`src/ffpt_pkg.sv`:
```
// ----------------------------------------------------------------------------
// ffpt_pkg
// Shared widths, register indexes and types of the fast filter trigger.
// ----------------------------------------------------------------------------
package ffpt_pkg;

   // Default build values
   localparam int FILTER_LEN_DEF   = 16;
   localparam int MAX_WAVE_LEN_DEF = 65536;

   // Fixed field widths
   localparam int SAMPLE_W = 16;
   localparam int POS_W    = 16;
   localparam int FILT_W   = 17;
   localparam int BASE_W   = 12;
   localparam int GAIN_W   = 16;
   localparam int THR_W    = 25;

   // Gain is unsigned Q8.8
   localparam int GAIN_FRAC = 8;
   localparam logic [GAIN_W-1:0] GAIN_RESET = 16'd256;

   // Register port
   localparam int CSR_IDX_W  = 1;
   localparam int CSR_DATA_W = 16;
   localparam logic [CSR_IDX_W-1:0] CSR_BASE_COUNT     = 1'd0;
   localparam logic [CSR_IDX_W-1:0] CSR_THRESHOLD_GAIN = 1'd1;

   // Bookkeeping that rides along with a sum through the divider
   typedef struct packed {
      logic [POS_W-1:0] pos;   // position this word refers to
      logic [POS_W-1:0] idx;   // index of the sample that produced it
      logic             last;  // sample closed the waveform
      logic             ok;    // full window on both sides
   } ffpt_tag_type;

endpackage

```
`src/ffpt_if.sv`:
```
// ----------------------------------------------------------------------------
// ffpt_if
// Valid/ready channels for samples in and trigger results out.
// ----------------------------------------------------------------------------
interface ffpt_req_if;
   logic                          valid;
   logic                          ready;
   logic [ffpt_pkg::SAMPLE_W-1:0] sample;
   logic                          last;

   modport source (output valid, sample, last, input ready);
   modport sink   (input valid, sample, last, output ready);
endinterface

interface ffpt_rsp_if;
   logic                               valid;
   logic                               ready;
   logic [ffpt_pkg::POS_W-1:0]         position;
   logic signed [ffpt_pkg::FILT_W-1:0] filter_value;
   logic                               trigger;
   logic                               end_of_run;

   modport source (output valid, position, filter_value, trigger, end_of_run, input ready);
   modport sink   (input valid, position, filter_value, trigger, end_of_run, output ready);
endinterface

```
`src/ffpt_div.sv`:
```
// ----------------------------------------------------------------------------
// ffpt_div
// Three-stage divide of a signed window sum by FILTER_LEN, toward zero.
// Reciprocal multiply in two partial products, then one correction step.
// ----------------------------------------------------------------------------
module ffpt_div #(
   parameter int FILTER_LEN = ffpt_pkg::FILTER_LEN_DEF
) (
   input  logic                                                   clock,
   input  logic                                                   reset,
   input  logic                                                   en,
   input  logic                                                   in_valid,
   input  logic signed [ffpt_pkg::SAMPLE_W+$clog2(FILTER_LEN):0] in_sum,
   input  ffpt_pkg::ffpt_tag_type                                 in_tag,
   output logic                                                   out_valid,
   output logic signed [ffpt_pkg::FILT_W-1:0]                     out_filter,
   output ffpt_pkg::ffpt_tag_type                                 out_tag
);
   import ffpt_pkg::*;

   localparam int NW = SAMPLE_W + $clog2(FILTER_LEN);   // magnitude bits
   localparam int HW = (NW + 1) / 2;                     // low partial width
   localparam int UW = NW - HW;                          // high partial width
   localparam int PW = 2 * NW + 1;                       // full product width
   localparam int QW = FILT_W - 1;                       // quotient bits
   localparam longint unsigned RECIP_L = (64'd1 << NW) / FILTER_LEN;
   localparam logic [NW:0] RECIP = (NW+1)'(RECIP_L);

   // stage a: magnitude and partial products
   logic              a_valid_ff;
   ffpt_tag_type      a_tag_ff;
   logic              a_neg_ff;
   logic [NW-1:0]     a_mag_ff;
   logic [HW+NW:0]    a_pp_lo_ff;
   logic [UW+NW:0]    a_pp_hi_ff;
   // stage b: estimated quotient
   logic              b_valid_ff;
   ffpt_tag_type      b_tag_ff;
   logic              b_neg_ff;
   logic [NW-1:0]     b_mag_ff;
   logic [QW-1:0]     b_q0_ff;
   // stage c: corrected, signed result
   logic              c_valid_ff;
   ffpt_tag_type      c_tag_ff;
   logic signed [FILT_W-1:0] c_filter_ff;

   logic [NW:0]       mag_wide;
   logic [NW-1:0]     mag_in;
   logic [PW-1:0]     prod_sum;
   logic [NW-1:0]     back_prod;
   logic [NW-1:0]     rem;
   logic [QW:0]       quot;
   logic signed [FILT_W-1:0] filter_in;

   // take the magnitude; it always fits NW bits
   always_comb begin
      mag_wide = in_sum[NW] ? (NW+1)'(-in_sum) : (NW+1)'(in_sum);
      mag_in   = mag_wide[NW-1:0];
   end

   // recombine partial products and drop the fraction
   always_comb begin
      prod_sum = PW'({a_pp_hi_ff, {HW{1'b0}}}) + PW'(a_pp_lo_ff);
   end

   // fix the estimate, which is low by at most one
   always_comb begin
      back_prod = NW'(32'(b_q0_ff) * FILTER_LEN);
      rem       = b_mag_ff - back_prod;
      quot      = (rem >= NW'(FILTER_LEN)) ? ((QW+1)'(b_q0_ff) + 1'b1) : (QW+1)'(b_q0_ff);
      if (!b_tag_ff.ok) begin
         filter_in = '0;
      end else if (b_neg_ff) begin
         filter_in = -$signed(quot);
      end else begin
         filter_in = $signed(quot);
      end
   end

   // advance valid bits
   always_ff @(posedge clock) begin
      if (reset) begin
         a_valid_ff <= 1'b0;
         b_valid_ff <= 1'b0;
         c_valid_ff <= 1'b0;
      end else if (en) begin
         a_valid_ff <= in_valid;
         b_valid_ff <= a_valid_ff;
         c_valid_ff <= b_valid_ff;
      end
   end

   // advance payload
   always_ff @(posedge clock) begin
      if (en) begin
         a_tag_ff    <= in_tag;
         a_neg_ff    <= in_sum[NW];
         a_mag_ff    <= mag_in;
         a_pp_lo_ff  <= (HW+NW+1)'(mag_in[HW-1:0]) * (HW+NW+1)'(RECIP);
         a_pp_hi_ff  <= (UW+NW+1)'(mag_in[NW-1:HW]) * (UW+NW+1)'(RECIP);
         b_tag_ff    <= a_tag_ff;
         b_neg_ff    <= a_neg_ff;
         b_mag_ff    <= a_mag_ff;
         b_q0_ff     <= prod_sum[NW +: QW];
         c_tag_ff    <= b_tag_ff;
         c_filter_ff <= filter_in;
      end
   end

   assign out_valid  = c_valid_ff;
   assign out_filter = c_filter_ff;
   assign out_tag    = c_tag_ff;

endmodule

```
`src/fast_filter_pulse_trigger_unit.sv`:
```
// ----------------------------------------------------------------------------
// fast_filter_pulse_trigger_unit
// Fast filter, learned noise threshold and leading-edge trigger per waveform.
// ----------------------------------------------------------------------------
// Takes one waveform sample per clock while the result side takes words and
// no tail is draining, and returns one result word per position, FILTER_LEN-1
// samples after that position's own sample. The filter is kept as a running
// sum updated from a history RAM of 2*FILTER_LEN samples, read at two
// addresses whenever the pipe advances. The last sample of a waveform
// releases every position still open; the input is held off while that tail
// drains, one word per cycle while the result side takes words, after which
// the block starts the next waveform. Write base_count and threshold_gain only
// between waveforms.
module fast_filter_pulse_trigger_unit #(
   parameter int FILTER_LEN   = ffpt_pkg::FILTER_LEN_DEF,
   parameter int MAX_WAVE_LEN = ffpt_pkg::MAX_WAVE_LEN_DEF
) (
   input  logic                               clock,
   input  logic                               reset,
   ffpt_req_if.sink                           req_bus,
   ffpt_rsp_if.source                         rsp_bus,
   input  logic                               csr_we,
   input  logic [ffpt_pkg::CSR_IDX_W-1:0]     csr_index,
   input  logic [ffpt_pkg::CSR_DATA_W-1:0]    csr_wdata
);
   import ffpt_pkg::*;

   localparam int CW  = $clog2(MAX_WAVE_LEN);          // sample counter bits
   localparam int HD  = 2 * FILTER_LEN;                // history depth
   localparam int HAW = $clog2(HD);                    // history address bits
   localparam int NW  = SAMPLE_W + $clog2(FILTER_LEN); // window sum magnitude bits

   // configuration
   logic [BASE_W-1:0] base_ff;
   logic [GAIN_W-1:0] gain_ff;

   // front end
   logic [CW-1:0]       cnt_ff;
   logic [HAW-1:0]      wp_ff;
   logic [HAW:0]        wp_ext;
   logic [HAW-1:0]      mid_addr;
   logic                accept;
   logic                last_eff;
   logic                adv;
   logic [SAMPLE_W-1:0] hist_mem [HD];
   logic [SAMPLE_W-1:0] rd_old_ff;
   logic [SAMPLE_W-1:0] rd_mid_ff;

   // stage 0
   logic                s0_valid_ff;
   logic [SAMPLE_W-1:0] s0_sample_ff;
   logic [CW-1:0]       s0_idx_ff;
   logic                s0_last_ff;
   logic                s0_has_mid_ff;
   logic                s0_has_old_ff;

   // running sum
   logic signed [NW:0]   acc_ff;
   logic signed [NW+2:0] acc_wide;
   logic signed [NW:0]   acc_in;
   logic [SAMPLE_W-1:0]  mid_val;
   logic [SAMPLE_W-1:0]  old_val;
   logic                 emit_norm;
   logic                 div_in_valid;
   ffpt_tag_type         div_in_tag;

   // divider output
   logic                     d_valid;
   logic signed [FILT_W-1:0] d_filter;
   ffpt_tag_type             d_tag;

   // result stage
   logic                     flush_ff;
   logic [POS_W-1:0]         fl_pos_ff;
   logic [POS_W-1:0]         fl_end_ff;
   logic [THR_W-1:0]         thr_ff;
   logic [THR_W-1:0]         thr_in;
   logic signed [FILT_W-1:0] prev_ff;
   logic signed [FILT_W-1:0] older_ff;
   logic                     out_free;
   logic                     fire;
   logic [POS_W-1:0]         c_pos;
   logic signed [FILT_W-1:0] c_f;
   logic                     c_end;
   logic                     c_trig;
   logic                     start_flush;
   logic signed [THR_W:0]    f_ext;
   logic signed [THR_W:0]    prev_ext;
   logic signed [THR_W:0]    older_ext;
   logic signed [THR_W:0]    thr_ext;
   logic [THR_W+GAIN_W-1:0]  scaled;

   logic                     rsp_valid_ff;
   logic [POS_W-1:0]         rsp_pos_ff;
   logic signed [FILT_W-1:0] rsp_filter_ff;
   logic                     rsp_trig_ff;
   logic                     rsp_end_ff;

   // capture register writes
   always_ff @(posedge clock) begin
      if (reset) begin
         base_ff <= '0;
         gain_ff <= GAIN_RESET;
      end else if (csr_we) begin
         unique case (csr_index)
            CSR_BASE_COUNT:     base_ff <= csr_wdata[BASE_W-1:0];
            CSR_THRESHOLD_GAIN: gain_ff <= csr_wdata[GAIN_W-1:0];
            default:            ;
         endcase
      end
   end

   // handshake: front end and divider advance together
   assign out_free      = !rsp_valid_ff || rsp_bus.ready;
   assign adv           = out_free && !flush_ff;
   assign req_bus.ready = adv;
   assign accept        = req_bus.valid && adv;
   assign last_eff      = req_bus.last || (cnt_ff == CW'(MAX_WAVE_LEN - 1));

   // address of the sample FILTER_LEN back
   always_comb begin
      wp_ext   = {1'b0, wp_ff};
      mid_addr = (wp_ext >= (HAW+1)'(FILTER_LEN)) ? HAW'(wp_ext - (HAW+1)'(FILTER_LEN))
                                                  : HAW'(wp_ext + (HAW+1)'(FILTER_LEN));
   end

   // advance sample counter and write pointer; restart on the last sample
   always_ff @(posedge clock) begin
      if (reset) begin
         cnt_ff <= '0;
         wp_ff  <= '0;
      end else if (accept) begin
         if (last_eff) begin
            cnt_ff <= '0;
            wp_ff  <= '0;
         end else begin
            cnt_ff <= cnt_ff + 1'b1;
            wp_ff  <= (wp_ff == HAW'(HD - 1)) ? '0 : wp_ff + 1'b1;
         end
      end
   end

   // history RAM: read the slot being replaced and the middle tap
   always_ff @(posedge clock) begin
      if (adv) begin
         rd_old_ff <= hist_mem[wp_ff];
         rd_mid_ff <= hist_mem[mid_addr];
         if (req_bus.valid) begin
            hist_mem[wp_ff] <= req_bus.sample;
         end
      end
   end

   // stage 0 register
   always_ff @(posedge clock) begin
      if (reset) begin
         s0_valid_ff <= 1'b0;
      end else if (adv) begin
         s0_valid_ff <= req_bus.valid;
      end
   end

   always_ff @(posedge clock) begin
      if (adv) begin
         s0_sample_ff  <= req_bus.sample;
         s0_idx_ff     <= cnt_ff;
         s0_last_ff    <= last_eff;
         s0_has_mid_ff <= 32'(cnt_ff) >= 32'(FILTER_LEN);
         s0_has_old_ff <= 32'(cnt_ff) >= 32'(HD);
      end
   end

   // update the running difference of the two windows
   always_comb begin
      mid_val  = s0_has_mid_ff ? rd_mid_ff : '0;
      old_val  = s0_has_old_ff ? rd_old_ff : '0;
      acc_wide = (NW+3)'(acc_ff)
               + $signed((NW+3)'(s0_sample_ff))
               - $signed((NW+3)'({mid_val, 1'b0}))
               + $signed((NW+3)'(old_val));
      acc_in   = acc_wide[NW:0];

      emit_norm       = 32'(s0_idx_ff) >= 32'(FILTER_LEN - 1);
      div_in_valid    = s0_valid_ff && (emit_norm || s0_last_ff);
      div_in_tag.pos  = emit_norm ? POS_W'(s0_idx_ff - CW'(FILTER_LEN - 1)) : '0;
      div_in_tag.idx  = POS_W'(s0_idx_ff);
      div_in_tag.last = s0_last_ff;
      div_in_tag.ok   = 32'(s0_idx_ff) >= 32'(HD - 1);
   end

   always_ff @(posedge clock) begin
      if (reset) begin
         acc_ff <= '0;
      end else if (adv && s0_valid_ff) begin
         acc_ff <= s0_last_ff ? '0 : acc_in;
      end
   end

   ffpt_div #(
      .FILTER_LEN (FILTER_LEN)
   ) u_div (
      .clock      (clock),
      .reset      (reset),
      .en         (adv),
      .in_valid   (div_in_valid),
      .in_sum     (acc_in),
      .in_tag     (div_in_tag),
      .out_valid  (d_valid),
      .out_filter (d_filter),
      .out_tag    (d_tag)
   );

   // pick the next result word: pipeline word or zero-filter tail
   always_comb begin
      if (flush_ff) begin
         c_pos = fl_pos_ff;
         c_f   = '0;
         c_end = fl_pos_ff == fl_end_ff;
      end else begin
         c_pos = d_tag.pos;
         c_f   = d_filter;
         c_end = d_tag.last && (d_tag.pos == d_tag.idx);
      end
      fire        = out_free && (flush_ff || d_valid);
      start_flush = !flush_ff && d_valid && d_tag.last && !c_end;
   end

   // learn, scale and test against the threshold
   always_comb begin
      f_ext     = (THR_W+1)'(c_f);
      prev_ext  = (THR_W+1)'(prev_ff);
      older_ext = (THR_W+1)'(older_ff);
      thr_ext   = $signed({1'b0, thr_ff});
      scaled    = thr_ff * gain_ff;
      thr_in    = thr_ff;
      c_trig    = 1'b0;
      priority if (c_pos < POS_W'(base_ff)) begin
         if (f_ext > thr_ext) begin
            thr_in = f_ext[THR_W-1:0];
         end
      end else if (c_pos == POS_W'(base_ff)) begin
         thr_in = scaled[GAIN_FRAC +: THR_W];
      end else begin
         c_trig = (f_ext >= thr_ext) && (prev_ext < thr_ext) && (older_ext < thr_ext);
      end
   end

   // hold threshold history; clear it after the final word
   always_ff @(posedge clock) begin
      if (reset) begin
         thr_ff   <= '0;
         prev_ff  <= '0;
         older_ff <= '0;
      end else if (fire) begin
         if (c_end) begin
            thr_ff   <= '0;
            prev_ff  <= '0;
            older_ff <= '0;
         end else begin
            thr_ff   <= thr_in;
            prev_ff  <= c_f;
            older_ff <= prev_ff;
         end
      end
   end

   // drain the tail positions after the last sample
   always_ff @(posedge clock) begin
      if (reset) begin
         flush_ff <= 1'b0;
      end else if (fire) begin
         if (start_flush) begin
            flush_ff <= 1'b1;
         end else if (flush_ff && c_end) begin
            flush_ff <= 1'b0;
         end
      end
   end

   always_ff @(posedge clock) begin
      if (fire) begin
         if (start_flush) begin
            fl_pos_ff <= d_tag.pos + 1'b1;
            fl_end_ff <= d_tag.idx;
         end else begin
            fl_pos_ff <= fl_pos_ff + 1'b1;
         end
      end
   end

   // output register
   always_ff @(posedge clock) begin
      if (reset) begin
         rsp_valid_ff <= 1'b0;
      end else if (fire) begin
         rsp_valid_ff <= 1'b1;
      end else if (rsp_bus.ready) begin
         rsp_valid_ff <= 1'b0;
      end
   end

   always_ff @(posedge clock) begin
      if (fire) begin
         rsp_pos_ff    <= c_pos;
         rsp_filter_ff <= c_f;
         rsp_trig_ff   <= c_trig;
         rsp_end_ff    <= c_end;
      end
   end

   assign rsp_bus.valid        = rsp_valid_ff;
   assign rsp_bus.position     = rsp_pos_ff;
   assign rsp_bus.filter_value = rsp_filter_ff;
   assign rsp_bus.trigger      = rsp_trig_ff;
   assign rsp_bus.end_of_run   = rsp_end_ff;

endmodule
```
`src/flat_wrapper.sv`:
```
// flat-port wrapper written by rule: the top's interface ports become plain ports
module fast_filter_pulse_trigger_unit_flat import ffpt_pkg::*;
#(
   parameter int FILTER_LEN   = ffpt_pkg::FILTER_LEN_DEF,
   parameter int MAX_WAVE_LEN = ffpt_pkg::MAX_WAVE_LEN_DEF
)
  (clock, reset, csr_we, csr_index, csr_wdata, req_bus_valid, req_bus_sample, req_bus_last, req_bus_ready, rsp_bus_valid, rsp_bus_position, rsp_bus_filter_value, rsp_bus_trigger, rsp_bus_end_of_run, rsp_bus_ready);
  ffpt_req_if req_bus_i ();
  ffpt_rsp_if rsp_bus_i ();
  input  logic clock;
  input  logic reset;
  input  logic csr_we;
  input  logic [ffpt_pkg::CSR_IDX_W-1:0] csr_index;
  input  logic [ffpt_pkg::CSR_DATA_W-1:0] csr_wdata;
  input wire logic [$bits(req_bus_i.valid)-1:0] req_bus_valid;
  input wire logic [$bits(req_bus_i.sample)-1:0] req_bus_sample;
  input wire logic [$bits(req_bus_i.last)-1:0] req_bus_last;
  output wire logic [$bits(req_bus_i.ready)-1:0] req_bus_ready;
  output wire logic [$bits(rsp_bus_i.valid)-1:0] rsp_bus_valid;
  output wire logic [$bits(rsp_bus_i.position)-1:0] rsp_bus_position;
  output wire logic [$bits(rsp_bus_i.filter_value)-1:0] rsp_bus_filter_value;
  output wire logic [$bits(rsp_bus_i.trigger)-1:0] rsp_bus_trigger;
  output wire logic [$bits(rsp_bus_i.end_of_run)-1:0] rsp_bus_end_of_run;
  input wire logic [$bits(rsp_bus_i.ready)-1:0] rsp_bus_ready;
  assign req_bus_i.valid = req_bus_valid;
  assign req_bus_i.sample = req_bus_sample;
  assign req_bus_i.last = req_bus_last;
  assign req_bus_ready = req_bus_i.ready;
  assign rsp_bus_valid = rsp_bus_i.valid;
  assign rsp_bus_position = rsp_bus_i.position;
  assign rsp_bus_filter_value = rsp_bus_i.filter_value;
  assign rsp_bus_trigger = rsp_bus_i.trigger;
  assign rsp_bus_end_of_run = rsp_bus_i.end_of_run;
  assign rsp_bus_i.ready = rsp_bus_ready;
  fast_filter_pulse_trigger_unit #(.FILTER_LEN(FILTER_LEN), .MAX_WAVE_LEN(MAX_WAVE_LEN)) u_core (.clock(clock), .reset(reset), .req_bus(req_bus_i), .rsp_bus(rsp_bus_i), .csr_we(csr_we), .csr_index(csr_index), .csr_wdata(csr_wdata));
endmodule
```
`config.mk`:
```
export PLATFORM = sky130hd
export DESIGN_NAME = fast_filter_pulse_trigger_unit_flat
export DESIGN_NICKNAME = d
export VERILOG_FILES = /design/src/ffpt_pkg.sv /design/src/ffpt_if.sv /design/src/ffpt_div.sv /design/src/fast_filter_pulse_trigger_unit.sv /design/src/flat_wrapper.sv
export SDC_FILE = /design/constraint.sdc
export NUM_CORES = 2
export LEC_CHECK = 0
export ABC_CLOCK_PERIOD_IN_PS = 21200
export BUFFER_PORTS_ARGS = -buffer_cell sky130_fd_sc_hd__buf_4
export CORE_MARGIN = 2
export CORE_UTILIZATION = 50
export DETAILED_ROUTE_END_ITERATION = 8
export PLACE_DENSITY_LB_ADDON = 0.3
export SETUP_SLACK_MARGIN = 0.4
export SLEW_MARGIN = 20
export SYNTH_ARGS = -nofsm -noshare
export SYNTH_HDL_FRONTEND = slang
export SYNTH_SLANG_ARGS = --single-unit
```
`constraint.sdc`:
```
create_clock -name clock -period 21.2 [get_ports clock]
set_clock_uncertainty 0.05 [all_clocks]
set_input_delay 4.24 -clock clock [delete_from_list [all_inputs] [get_ports clock]]
set_output_delay 4.24 -clock clock [all_outputs]
set_load 0.02 [all_outputs]
```
==> results.json <==
{
  "outcome": "finished clean",
  "grt_pass1_wl_um": 167000,
  "setup_violations": 0,
  "worst-path-buf-inv": 2,
  "grt_util_met3": 0.0327,
  "synth-seq-cells": 933,
  "worstPathCellList": "buf_4 > nor2b_1 > nor2_4 > buf_4",
  "synthArstFlopShare": 0,
  "postCtsHoldBufs": 0,
  "slew_violations": 0,
  "combinationalPowerShare": 0.119,
  "post_synth_and_or_nand_nor_area_fraction": 0.0911,
  "ys_types": 78,
  "viasPerCell": 5.49,
  "yosys_warnings": 0,
  "finish.utilization": 0.560,
  "clock.fmax_mhz": 104,
  "routed_wl_um": 104000,
  "yosys.area_share.xor_xnor": 0.0266,
  "clock_latency_ns": 0.68,
  "clock-sinks": 933,
  "slowest_delay_ns": 0.65,
  "rows": 116,
  "clkPwrFrac": 0.398,
  "portBuffers": 75,
  "setup_tns_ns": 0,
  "h-tree-depth": 3,
  "post-route-period-util": 0.453,
  "synth_top_cells_by_area": "edfxtp_1, fa_1, mux4_2",
  "synth_top_area_share": 0.472,
  "synth_fp_nets": 4339,
  "synth_commonest_cells": "edfxtp_1, inv_1, nand2_1, fa_1, ha_1",
  "overflow": 0,
  "cp_max_fo": 5,
  "ir_drop_v": 0.0000796,
  "path_common_cell": "buf_4",
  "cts_tree": "yes",
  "use_met1": 0.276,
  "netlist_area_um2": 50700,
  "fp.dieW_um": 323,
  "use_met2": 0.351,
  "cp_slowest_cell": "nor2b_1",
  "area_growth_pct": 10.6,
  "clk_pin_slew_ns": 0.06,
  "postCtsResizedCells": 0,
  "fin_nets": 4396,
  "synthCells": 3784,
  "grt_pass1_vias": 29800,
  "power_density_nw_per_um2": 78.5,
  "min_period_ns": 9.61,
  "required_ns": 16.91,
  "cts_setup_buffers": 0,
  "synthFlopType": "edfxtp_1",
  "synth_compound_area_frac": 0.0476,
  "ant_nets": 0,
  "cts_made_buffers": 96,
  "start_util": 0.506,
  "synth.most_common_cell": "edfxtp_1",
  "antenna_found_initial": 2,
  "wl_per_cell_um": 19.7,
  "path_delay_family": "simple AND/OR/NAND/NOR gates",
  "critPathCaptureType": "primary output",
  "finalWeightedCongestion": 0.847,
  "cp.arrival_ns": 5.32,
  "dieArea_um2": 104000,
  "drc": 0,
  "firstDrtPassIters": 5,
  "dr_total_vias": 29000,
  "relSlewSlack": 0.238,
  "hold_class": "flip-flop to flip-flop",
  "die_y_um": 323,
  "synth_area_per_cell_um2": 13.4,
  "p_sw_frac": 0.239,
  "hold_violations": 0,
  "cap_viol_max_count": 0,
  "pwr-share-seq": 0.483,
  "io_pins": 76,
  "synth_top_family_by_area": "adder cells",
  "tightest_slew_ns": 1.13,
  "rsz0062_at_grt": "no",
  "intPower_mw": 3.35,
  "fp.coreArea_um2": 100000,
  "synth_mux_area_frac": 0.0882,
  "drtIter0Drc": 2216,
  "power_leakage_nw": 21.5,
  "post-dp-hpwl_um": 70500,
  "clk_path_buf_depth": 3,
  "drive_gt1_frac": 0.139,
  "crit_type": "input pin to primary output",
  "synth_edf_count": 798,
  "cts_root_buf": "clkbuf_16",
  "p_switching_mw": 1.05,
  "synthAdderAreaFrac": 0.175,
  "top_usage_layer": "met2",
  "netlist.top_cell.by_area": "edfxtp_1",
  "diodes": 0,
  "grt_usage": 0.207,
  "grt_max_degree": 134,
  "startpoint_type": "input pin",
  "seq_area_frac_synth": 0.526
}
[state kept, by name, summed over array words and instances, names as in the netlist, 17 cells and up]
name	count
u_core.acc_ff	21
u_core.hist_mem	512
u_core.older_ff	17
u_core.prev_ff	17
u_core.rsp_bus.filter_value	17
u_core.thr_ff	25
u_core.u_div.a_tag_ff	34
u_core.u_div.b_tag_ff	34
u_core.u_div.out_filter	17
u_core.u_div.out_tag	33
[metal layers]
layer  vias to the layer above  wire, µm
li1                      13300         -
met5                         -         9
met4                         2      2840
met3                       175      5770
met2                       758     51900
met1                     14700     43500
[placed cells by master (no fill, tap or decap), types with 10 or more instances in the layout]
master     netlist  routed
a21o_1          46      46
a21oi_1        105     105
a22oi_1         55      55
and2_1         187     187
and3_1          12      12
buf_4            0     124
bufinv_16        0      16
clkbuf_1       144      10
clkbuf_16        0      98
clkinv_1         0      20
clkinv_2         0      20
dfxtp_1        135     129
edfxtp_1       798     798
fa_1           324     324
ha_1           192     192
inv_1          450     449
mux2_2          55      55
mux2i_1         25      25
mux4_2         160     160
nand2_1        384     384
nand2b_1        11      11
nand3_1         33      33
nand4_1         32      32
nor2_1         179     164
nor2_2           0      14
nor2b_1         31      30
nor3_1          33      33
nor4_1          15      15
o211ai_1        11      11
o21a_1          12      12
o21ai_0         61      61
or3_1           15      15
xnor2_1         80      80
xor2_1          74      74
[final timing paths]
check / depth (start not counted) / end / slack (ns) / from
max: 4 / req_bus_ready / 11.59 / rsp_bus_ready
min: 0 / u_core.u_div.b_tag_ff[18]$_DFFE_PP_ / 0.36 / u_core.u_div.a_tag_ff[18]$_SDFFCE_PN0P_
min reg2reg: 0 / u_core.u_div.b_tag_ff[18]$_DFFE_PP_ / 0.36 / u_core.u_div.a_tag_ff[18]$_SDFFCE_PN0P_
max reg2reg: 20 / u_core.thr_ff[24]$_SDFFE_PP0P_ / 13.91 / u_core.thr_ff[6]$_SDFFE_PP0P_
[final cells by class]
type	count	area, µm²
Inverter	450	1690
Fill cell	8036	44200
Clock buffer	108	2490
Timing Repair Buffer	126	962
Multi-Input combinational cell	2234	21800
Tap cell	1357	1700
Clock inverter	70	818
Sequential cell	933	26700
[power groups by stage]
stage	sequential (mW)	combinational [mW]	clock, mW
after floorplan	2.15	0.408	0
after global placement	2.17	0.513	0
after detailed placement	2.17	0.522	0
after CTS	2.13	0.526	1.79
after global routing	2.14	0.579	1.86
final	2.13	0.523	1.75
[kinds of logic (layout without fill, tap and decap cells)]
kind of cell / after synthesis / count (layout)
AOI/OAI and AO/OA: 361 / 361
buffers and inverters: 617 / 754
and+or+nand+nor: 963 / 963
adders and majority gates: 516 / 516
muxes: 240 / 240
xor gates and xnor gates: 154 / 154
DFF: 933 / 933
[through the flow]
stage | power, mW | hold slack (ns) | std cells | area (µm²) | worst slack, ns
floorplan | 2.55 | 0.350 | 3784 | 50700 | 3.06
global placement | 2.68 | 0.351 | 5100 | 52800 | 11.59
detailed placement | 2.69 | 0.355 | 5100 | 52800 | 11.58
CTS | 4.44 | 0.358 | 5278 | 56100 | 11.58
global route | 4.58 | 0.363 | 5278 | 56100 | 11.55
finish | 4.41 | 0.356 | 5278 | 56100 | 11.59
(Power assumes the default switching activity.)
